### src/dll_pkg.sv
// ----------------------------------------------------------------------------
// dll_pkg: shared types and constants of the data line lexer
// Token kinds, the token record and the per-byte scan bundle.
// ----------------------------------------------------------------------------
`default_nettype none

package dll_pkg;

    // Longest source the position counter is sized for; offsets saturate below it.
    localparam int unsigned MAX_SOURCE_LEN = 65536;
    localparam logic [15:0] POS_LIMIT =
        (MAX_SOURCE_LEN - 1 < 65535) ? 16'(MAX_SOURCE_LEN - 1) : 16'hFFFF;

    typedef enum logic [2:0] {
        K_IDENT   = 3'd0,
        K_INT     = 3'd1,
        K_FLOAT   = 3'd2,
        K_NEWLINE = 3'd3,
        K_STAR    = 3'd4,
        K_END     = 3'd5,
        K_BAD     = 3'd6,
        K_DOUBLE  = 3'd7
    } t_kind;

    typedef struct packed {
        t_kind       kind;
        logic [15:0] start;
        logic [15:0] len;
        logic        last;
    } t_tok;

    // Results of one byte: count (0..3) and the tokens in order.
    typedef struct packed {
        logic [1:0]     cnt;
        t_tok [2:0]     tok;
    } t_scan_out;

endpackage

`default_nettype wire

### src/dll_scan.sv
// ----------------------------------------------------------------------------
// dll_scan: scanner state and per-byte token logic
// Holds mode, position, token start and point flag; works out up to three
// tokens for the byte on the input and advances the state when it is taken.
// ----------------------------------------------------------------------------
`default_nettype none

module dll_scan
    import dll_pkg::*;
#(
    parameter int unsigned MAX_LEN = MAX_SOURCE_LEN
)
(
    input  wire logic       i_clk,
    input  wire logic       i_rst_n,
    input  wire logic       i_take,
    input  wire logic [7:0] i_source_byte,
    input  wire logic       i_is_final,
    output t_scan_out       o_step
);

    typedef enum logic [4:0] {
        M_IDLE   = 5'b00001,
        M_IDENT  = 5'b00010,
        M_NUMBER = 5'b00100,
        M_SIGN   = 5'b01000,
        M_HALT   = 5'b10000
    } t_mode;

    typedef struct packed {
        logic vld;
        t_tok tok;
    } t_cand;

    // Highest offset the position counter reaches before it saturates.
    localparam logic [15:0] POS_MAX =
        (MAX_LEN - 1 < 65535) ? 16'(MAX_LEN - 1) : 16'hFFFF;

    localparam logic [7:0] CH_NL    = 8'h0A;
    localparam logic [7:0] CH_STAR  = 8'h2A;
    localparam logic [7:0] CH_MINUS = 8'h2D;
    localparam logic [7:0] CH_PLUS  = 8'h2B;
    localparam logic [7:0] CH_POINT = 8'h2E;

    function automatic logic is_letter(input logic [7:0] c);
        return (c >= 8'h41 && c <= 8'h5A) || (c >= 8'h61 && c <= 8'h7A);
    endfunction

    function automatic logic is_digit(input logic [7:0] c);
        return c >= 8'h30 && c <= 8'h39;
    endfunction

    function automatic logic is_blank(input logic [7:0] c);
        return c == 8'h20 || c == 8'h09 || c == 8'h0D || c == 8'h0B || c == 8'h0C;
    endfunction

    function automatic logic [15:0] sat16(input logic [16:0] v);
        return v[16] ? 16'hFFFF : v[15:0];
    endfunction

    function automatic t_tok mk_tok(input t_kind k, input logic [15:0] s,
                                    input logic [15:0] l);
        t_tok t;
        t.kind  = k;
        t.start = s;
        t.len   = l;
        t.last  = 1'b0;
        return t;
    endfunction

    t_mode       r_mode, n_mode;
    logic [15:0] r_pos, n_pos;
    logic [15:0] r_ts, n_ts;
    logic        r_sp, n_sp;

    t_cand [3:0] cand;
    t_tok  [2:0] res;
    logic  [1:0] cnt;

    always_comb begin
        logic [7:0]  c;
        logic        do_begin;
        logic [16:0] endp;
        logic [15:0] len_now;
        logic [16:0] len_end;

        c        = i_source_byte;
        do_begin = 1'b0;
        n_mode   = r_mode;
        n_ts     = r_ts;
        n_sp     = r_sp;
        n_pos    = r_pos;
        cand     = '0;
        endp     = {1'b0, r_pos} + 17'd1;
        len_now  = r_pos - r_ts;

        if (r_mode != M_HALT) begin
            // Continue or close the pending token.
            unique case (r_mode)
                M_IDENT: begin
                    if (!(is_letter(c) || is_digit(c) || c == CH_MINUS)) begin
                        cand[0].vld = 1'b1;
                        cand[0].tok = mk_tok(K_IDENT, r_ts, len_now);
                        do_begin    = 1'b1;
                    end
                end
                M_NUMBER: begin
                    if (c == CH_POINT) begin
                        if (r_sp) begin
                            cand[0].vld = 1'b1;
                            cand[0].tok = mk_tok(K_DOUBLE, r_pos, 16'd0);
                            n_mode      = M_HALT;
                        end else begin
                            n_sp = 1'b1;
                        end
                    end else if (!is_digit(c)) begin
                        cand[0].vld = 1'b1;
                        cand[0].tok = mk_tok(r_sp ? K_FLOAT : K_INT, r_ts, len_now);
                        do_begin    = 1'b1;
                    end
                end
                M_SIGN: begin
                    if (is_digit(c)) begin
                        n_mode = M_NUMBER;
                    end else begin
                        cand[0].vld = 1'b1;
                        cand[0].tok = mk_tok(K_BAD, r_ts, 16'd0);
                        n_mode      = M_HALT;
                    end
                end
                default: begin
                    do_begin = 1'b1;
                end
            endcase

            // Scan the byte as the start of something new.
            if (do_begin) begin
                n_mode = M_IDLE;
                if (is_blank(c)) begin
                    n_mode = M_IDLE;
                end else if (c == CH_NL) begin
                    cand[1].vld = 1'b1;
                    cand[1].tok = mk_tok(K_NEWLINE, r_pos, 16'd1);
                end else if (c == CH_STAR) begin
                    cand[1].vld = 1'b1;
                    cand[1].tok = mk_tok(K_STAR, r_pos, 16'd1);
                end else if (is_letter(c)) begin
                    n_mode = M_IDENT;
                    n_ts   = r_pos;
                end else if (is_digit(c)) begin
                    n_mode = M_NUMBER;
                    n_ts   = r_pos;
                    n_sp   = 1'b0;
                end else if (c == CH_PLUS || c == CH_MINUS) begin
                    n_mode = M_SIGN;
                    n_ts   = r_pos;
                    n_sp   = 1'b0;
                end else begin
                    cand[1].vld = 1'b1;
                    cand[1].tok = mk_tok(K_BAD, r_pos, 16'd0);
                    n_mode      = M_HALT;
                end
            end

            // Final byte: flush the open token and add END, or BAD for a sign.
            len_end = endp - {1'b0, n_ts};
            if (i_is_final && n_mode != M_HALT) begin
                if (n_mode == M_IDENT) begin
                    cand[2].vld = 1'b1;
                    cand[2].tok = mk_tok(K_IDENT, n_ts, sat16(len_end));
                end else if (n_mode == M_NUMBER) begin
                    cand[2].vld = 1'b1;
                    cand[2].tok = mk_tok(n_sp ? K_FLOAT : K_INT, n_ts, sat16(len_end));
                end
                if (n_mode == M_SIGN) begin
                    cand[2].vld = 1'b1;
                    cand[2].tok = mk_tok(K_BAD, n_ts, 16'd0);
                end else begin
                    cand[3].vld = 1'b1;
                    cand[3].tok = mk_tok(K_END, sat16(endp), 16'd0);
                end
                n_mode = M_HALT;
            end

            n_pos = (r_pos >= POS_MAX) ? POS_MAX : r_pos + 16'd1;
        end else begin
            len_end = '0;
        end
    end

    // Pack the valid candidates in order, at most three.
    always_comb begin
        res = '0;
        cnt = 2'd0;
        for (int k = 0; k < 4; k++) begin
            if (cand[k].vld && cnt != 2'd3) begin
                res[cnt] = cand[k].tok;
                cnt      = cnt + 2'd1;
            end
        end
        if (cnt != 2'd0) begin
            res[cnt - 2'd1].last = 1'b1;
        end
    end

    assign o_step.cnt = cnt;
    assign o_step.tok = res;

    always_ff @(posedge i_clk) begin
        if (!i_rst_n) begin
            r_mode <= M_IDLE;
            r_pos  <= '0;
            r_ts   <= '0;
            r_sp   <= 1'b0;
        end else if (i_take) begin
            r_mode <= n_mode;
            r_pos  <= n_pos;
            r_ts   <= n_ts;
            r_sp   <= n_sp;
        end
    end

endmodule

`default_nettype wire

### src/data_line_lexer_unit.sv
// Output: the tokens of a byte are registered into the queue when the byte is taken.
// Throughput: one byte per cycle while each byte gives at most one token and output
//   is not stalled; a byte with two or three tokens holds input (four-slot queue).
// Output stall: input is taken while the queue holds at most one token.
// Reset: synchronous, active low; scanner returns to idle at offset zero, queue empties.
// ----------------------------------------------------------------------------
// data_line_lexer_unit: streaming lexer for one source text
// Takes one byte per transaction and reports identifiers, numbers, newline,
// star, END and errors as kind, start offset and length.
// ----------------------------------------------------------------------------
`default_nettype none

module data_line_lexer_unit
    import dll_pkg::*;
#(
    parameter int unsigned MAX_LEN = MAX_SOURCE_LEN
)
(
    input  wire logic        i_clk,
    input  wire logic        i_rst_n,
    // byte channel
    input  wire logic        i_in_valid,
    output logic             o_in_ready,
    input  wire logic [7:0]  i_source_byte,
    input  wire logic        i_is_final,
    // token channel
    output logic             o_out_valid,
    input  wire logic        i_out_ready,
    output logic [2:0]       o_token_kind,
    output logic [15:0]      o_start_pos,
    output logic [15:0]      o_token_len,
    output logic             o_last_in_run
);

    localparam int QDEPTH = 4;

    t_scan_out   step;
    logic        take;
    logic        pop;
    logic [2:0]  npush;
    logic [2:0]  base;

    t_tok        r_q [QDEPTH];
    t_tok        n_q [QDEPTH];
    logic [2:0]  r_cnt, n_cnt;

    // Accept a byte only when the queue can absorb three tokens after it.
    assign o_in_ready = (r_cnt <= 3'd1);
    assign take       = i_in_valid && o_in_ready;

    dll_scan #(
        .MAX_LEN (MAX_LEN)
    ) u_scan (
        .i_clk         (i_clk),
        .i_rst_n       (i_rst_n),
        .i_take        (take),
        .i_source_byte (i_source_byte),
        .i_is_final    (i_is_final),
        .o_step        (step)
    );

    // Head of the queue drives the token channel.
    assign o_out_valid   = (r_cnt != 3'd0);
    assign pop           = o_out_valid && i_out_ready;
    assign o_token_kind  = r_q[0].kind;
    assign o_start_pos   = r_q[0].start;
    assign o_token_len   = r_q[0].len;
    assign o_last_in_run = r_q[0].last;

    assign npush = take ? {1'b0, step.cnt} : 3'd0;
    assign base  = r_cnt - {2'b00, pop};
    assign n_cnt = base + npush;

    // Shift out the head on pop, then append new tokens behind the survivors.
    always_comb begin
        logic [2:0] off;
        for (int i = 0; i < QDEPTH; i++) begin
            off = 3'(i) - base;
            if (3'(i) < base) begin
                n_q[i] = (pop && i < QDEPTH - 1) ? r_q[(i + 1) % QDEPTH] : r_q[i];
            end else if (off < npush) begin
                n_q[i] = step.tok[off[1:0]];
            end else begin
                n_q[i] = r_q[i];
            end
        end
    end

    always_ff @(posedge i_clk) begin
        for (int i = 0; i < QDEPTH; i++) begin
            r_q[i] <= n_q[i];
        end
    end

    always_ff @(posedge i_clk) begin
        if (!i_rst_n) begin
            r_cnt <= '0;
        end else begin
            r_cnt <= n_cnt;
        end
    end

endmodule

`default_nettype wire

### config.mk
export PLATFORM = sky130hd
export DESIGN_NAME = data_line_lexer_unit
export DESIGN_NICKNAME = d
export VERILOG_FILES = /design/src/dll_pkg.sv /design/src/dll_scan.sv /design/src/data_line_lexer_unit.sv
export SDC_FILE = /design/constraint.sdc
export NUM_CORES = 1
export LEC_CHECK = 0
export BUFFER_PORTS_ARGS = -buffer_cell sky130_fd_sc_hd__buf_2
export CORE_ASPECT_RATIO = 1.5
export CORE_MARGIN = 1
export CORE_UTILIZATION = 53
export DETAILED_ROUTE_END_ITERATION = 8
export PLACE_DENSITY = 0.71
export SLEW_MARGIN = 0
export SYNTH_ARGS = -nofsm -noshare
export SYNTH_HDL_FRONTEND = slang
export SYNTH_SLANG_ARGS = --single-unit
### constraint.sdc
create_clock -name i_clk -period 11.6 [get_ports i_clk]
set_input_delay 1.74 -clock i_clk [delete_from_list [all_inputs] [get_ports i_clk]]
set_output_delay 1.74 -clock i_clk [all_outputs]
set_load 0.05 [all_outputs]
# [After elaboration in Yosys (flattened, before gate mapping)]
# Memory sizes are Yosys's and may differ from the RTL's.
# Cells that the tools add are included.
[classes] n_reduce_logical=24 n_addsub=14 eq_ne=21 magnitude_cmp=28 mux=101
[op_table] op="two-way mux 36 bit" count=19
[op_table] op="two-way mux 37 bit" count=16
[op_table] op="bitwise mux 108 bit" count=4
[op_table] op="two-way mux 108 bit" count=4
[op_table] op="binary-select mux 36 bit (select 2 bit)" count=4
[op_table] op="demux 36 bit (select 2 bit)" count=4
[op_table] op="two-way mux 16 bit" count=11
[op_table] op="two-way mux 148 bit" count=1
[op_table] op="one-hot mux 37 bit (3 select lines)" count=1
[op_table] op="two-way mux 74 bit" count=1
[op_table] op="two-way mux 5 bit" count=12
[op_table] op="== test 8 x 4 -> 1 bit, second input constant" count=5
[op_table] op="== test 8 x 6 -> 1 bit, second input constant" count=5
[op_table] op="< comparator 2 x 3 -> 1 bit, second input constant" count=7
[op_table] op="adder 16 x 1 -> 17 bit, second input constant" count=1
[op_table] op="subtractor 17 x 16 -> 17 bit" count=1
[op_table] op="adder 16 x 1 -> 16 bit, second input constant" count=1
[op_table] op=">= comparator 16 bit, second input constant" count=1
[op_table] op=">= comparator 8 x 7 -> 1 bit, second input constant" count=2
[op_table] op="less-or-equal comparator 8 x 7 -> 1 bit, second input constant" count=2
[op_table] op="two-way mux 1 bit" count=16
[op_table] op="subtractor 16 bit" count=1
[op_table] op="logical AND 1 bit" count=13
[op_table] op="< comparator 3 x 2 -> 1 bit" count=4
[op_table] op="other kinds (28)" count=52
[totals] elab_cells=194 reg_bits=41 mem_bits_rw=144 mem_count=1
[memory_table] name="r_q" words=4 width=36 rd=4 rd_clocked_by_memory_dff=0 wr=4 line="data_line_lexer_unit.sv:43" text="t_tok r_q [QDEPTH];"

# [Depth between registers and ports, before layout]
[depth] ltp_word=38 mapped_depth=22 mapped_depth_nobuf=19

# [By module]
# A second synthesis with hierarchy kept.
[unflattened] hier_cells=1317 area_unflattened_um2=13459.2
[modules_own_cells] mod="data_line_lexer_unit" cells_per_inst=524 instances=1 area_each_um2=7981.4
[modules_own_cells] mod="dll_scan" cells_per_inst=793 instances=1 area_each_um2=5477.8

# [Least setup slack after synthesis]
# Ideal clock, no wire load.
[synth_path] path_type="input-to-reg" start="in i_source_byte[2]" end="mem r_q[3][0] (netlist name), enable pin" path_stages=18 path_buffers=1 arrival_time_ns=7.970 setup_time_ns=0.474 t_required_ns=11.126 setup_slack_ns=3.156 path_cell_list="buf_4 or3_1 o311ai_0 a21oi_1 nand4_1 inv_1 ha_1 a21boi_0 and4_1 o31ai_2 o21a_1 ha_1 nor2_1 mux2i_1 or2_2 ha_1 nor2_1 nor3_1"
[synth_lines] item="start: declaration" line="data_line_lexer_unit.sv:24" text="input wire logic [7:0] i_source_byte,"
[synth_lines] item="end: declaration" line="data_line_lexer_unit.sv:43"

==> run_results.csv <==
group,metric,value,unit
grt,grt_pass1_vias,12400,
worst_setup_path,r2r-start,"u_scan.r_mode[2]$_SDFFE_PN0P_",
grt,overflow,0,
placed_design,dp_hpwl,31900,um
worst_setup_path,crit_arrival,7330,ps
floorplanning,start_util,0.544,
worst_setup_path,cp-start-kind,"input pin",
placed_design,port_buffers,50,
timing,drv_slew,0,
finish,drive_gt1_frac,0.123,
logic_synthesis,synth_area,0.0137,sq mm
finish,nets,1612,
logic_synthesis,synth-edff-count,144,
finish,layout_commonest_cell,"nor2_1",
detailed_routing,vias,12900,
hold_path,hp-start,"r_q[1][20]$_DFFE_PP_",
grt,grt_util_met3,0.0668,
worst_setup_path,crit_type,"in2reg",
clocking,htreeDepth,4,
grt,grtUsageMet2,0.569,
grt,globalRouteMet1Util,0.420,
clocking,clock_latency,470,ps
clocking,cts_resized,0,
worst_setup_path,crit_buf_inv,3,
logic_synthesis,synth_area_leaders,"edfxtp_1, dfxtp_1, nor2_1",
logic_synthesis,synth_top_area_frac,0.315,
logic_synthesis,async_reset_ff_frac,0,
logic_synthesis,synthesis.nets,1626,
logic_synthesis,synth.distinct_cells,101,
clocking,cts_tree,"yes",
logic_synthesis,yosysTopAreaCell,"edfxtp_1",
clocking,clkTransAtPathRegs,70,ps
worst_setup_path,worst_path_most_repeated_cell,"ha_1",
grt,grt_start_max_net_pins,66,
detailed_routing,routedWlPerCell,24.2,um
timing,setup_viol,0,
floorplanning,die_y,199,um
logic_synthesis,ys_seq_elements,185,
worst_setup_path,cp_slowest_cell,"buf_4",
finish,n_antenna_cell,0,
clocking,cts_buffers,17,
finish,syn_to_final_growth,8.34,%
clocking,clock_sinks,185,
grt,grt_pass1_wl,70600,um
detailed_routing,routed_wl,45600,um
detailed_routing,routed_via_density,6.86,
worst_setup_path,worstSetupStartpoint,"i_source_byte[6]",
floorplanning,rows,71,
logic_synthesis,ys_seq_area_frac,0.375,
timing,finalCriticalPeriod,7220,ps
detailed_routing,drtPass1Iterations,8,
logic_synthesis,yosys_warnings,0,
timing,finalHoldViolCount,0,
floorplanning,ioPinCount,51,
floorplanning,coreArea,0.0252,sq mm
logic_synthesis,synth.avg_cell_area,8.79,sq um
worst_setup_path,cp_max_fo,28,
grt,groute.usage.overall,0.351,
run_status,violations,"design-rule violations",
worst_setup_path,crit_family,"simple AND/OR/NAND/NOR gates",
hold_path,hp-class,"reg2reg",
worst_setup_path,critPathCaptureType,"flip-flop",
detailed_routing,initialDrtViolationCount,1555,
clocking,post_cts_buffers,0,
timing,tns,0,ps
clocking,cts_hold_buf,0,
grt,antenna_found_initial,1,
worst_setup_path,cp.required,11710,ps
floorplanning,die_width,133,um
detailed_routing,remaining_drc_errors,1,
logic_synthesis,synthCells,1560,
worst_setup_path,path_cells,"buf_2 -> or3b_1 -> o311ai_1 -> o311ai_1 -> nand4_1 -> inv_1 -> ha_1 -> a21boi_0 -> and4_1 -> o31ai_2 -> o21a_1 -> ha_1 -> nor2_1 -> mux2i_1 -> or2_2 -> ha_1 -> nor2_1 -> nor3_2 -> buf_4",
timing,worstMarginPinSlew,1200,ps
logic_synthesis,synthFlopType,"edfxtp_1",
detailed_routing,drtAntennaViolNets,0,
timing,clock.fmax,139,MHz
clocking,root_buffer,"clkbuf_16",
worst_setup_path,max_stage_delay,540,ps
grt,top_usage_layer,"met2",
timing,fin_skew,13.7,ps
floorplanning,dieArea,0.0265,sq mm
run_status,outcome,"finished with violations",
finish,mostFrequentLayoutCells,"nor2_1, edfxtp_1, nand2_1",
placed_design,place.gp.congestion,0.996,
timing,relSlewSlack,0.196,
run,maxCapViolations,0,
timing,rsz0062_at_grt,"no",
timing,timing.final.crit_share,0.622,
clocking,clk_path_buf_depth,2,
[flip-flops by register name, indices dropped and copies added, names as in the netlist]
| signal | count |
|---|---|
| r_cnt | 3 |
| r_q | 144 |
| u_scan.r_mode | 5 |
| u_scan.r_pos | 16 |
| u_scan.r_sp | 1 |
| u_scan.r_ts | 16 |
[metrics by stage]
stage / std cells / hold slack [ps] / instance area, sq um / utilization / setup slack, ps
2_1_floorplan: 1560 / 471 / 13700 / - / 3160
3_3_place_gp: 1855 / 492 / 14200 / 0.564 / 4140
3_5_place_dp: 1855 / 515 / 14200 / 0.564 / 4000
4_1_cts: 1887 / 532 / 14900 / 0.589 / 4490
5_1_grt: 1887 / 546 / 14900 / 0.589 / 4010
6_report: 1887 / 525 / 14900 / 0.589 / 4380
[routing by layer]
metal  wire length [um]  share of wire
met1              17200           0.38
met2              21500           0.47
met3               4060          0.089
met4               2810          0.062
met5                  0              0
[area by class of cell]
type / count / area (sq um)
Timing Repair Buffer: 79 / 468
Clock buffer: 17 / 425
Sequential cell: 185 / 5140
Clock inverter: 15 / 214
Inverter: 65 / 244
Tap cell: 328 / 410
Multi-Input combinational cell: 1198 / 7960
Fill cell: 2260 / 10400
[logic make-up after synthesis]
group | count (synthesis) | synth area share
compound gates | 562 | 0.289
xor+xnor | 47 | 0.0300
fa+ha+maj | 53 | 0.0500
buf+inv | 177 | 0.0523
flops | 185 | 0.375
mux | 62 | 0.0485
simple gates | 474 | 0.155
[path summary, 6_finish.rpt]
path	slack [ps]	to	cells after the start
min reg2reg	530	r_q[0][20]$_DFFE_PP_	2
max reg2reg	5310	r_q[3][31]$_DFFE_PP_	18
min	530	r_q[0][20]$_DFFE_PP_	2
max	4380	r_q[3][31]$_DFFE_PP_	19
[worst reg2reg max path, delay by kind of cell (launching register included)]
family,cells,cell delay [ps]
AND/OR/NAND/NOR,8,2450
AO/OA/AOI/OAI,4,1250
adder cells (fa/ha/maj),3,790
buffers and inverters,2,650
flip-flops,1,510
multiplexers,1,240
[synth_stat cells (all sizes together), types with 4 or more instances]
| cell type | count |
|---|---|
| nor3 | 42 |
| a22o | 4 |
| a311oi | 5 |
| a31oi | 31 |
| mux2i | 59 |
| o211ai | 11 |
| xor2 | 23 |
| nor2b | 13 |
| o22ai | 49 |
| buf | 39 |
| o32ai | 4 |
| a2bb2oi | 28 |
| nand2 | 128 |
| nand4 | 7 |
| a211oi | 39 |
| o311ai | 6 |
| o31a | 5 |
| edfxtp | 144 |
| or3 | 8 |
| a22oi | 44 |
| inv | 64 |
| xnor2 | 24 |
| nor2 | 204 |
| ha | 50 |
| o31ai | 12 |
| and2 | 9 |
| o21ai | 109 |
| o21a | 10 |
| clkbuf | 73 |
| o22a | 7 |
| and3 | 11 |
| a32oi | 4 |
| a21oi | 118 |
| a21o | 9 |
| a221o | 6 |
| or2 | 7 |
| a221oi | 27 |
| nand3 | 23 |
| dfxtp | 41 |
| nand2b | 5 |
Power is not shown: default switching activity piles up to over one toggle a cycle in this logic, so the estimate is an artifact.
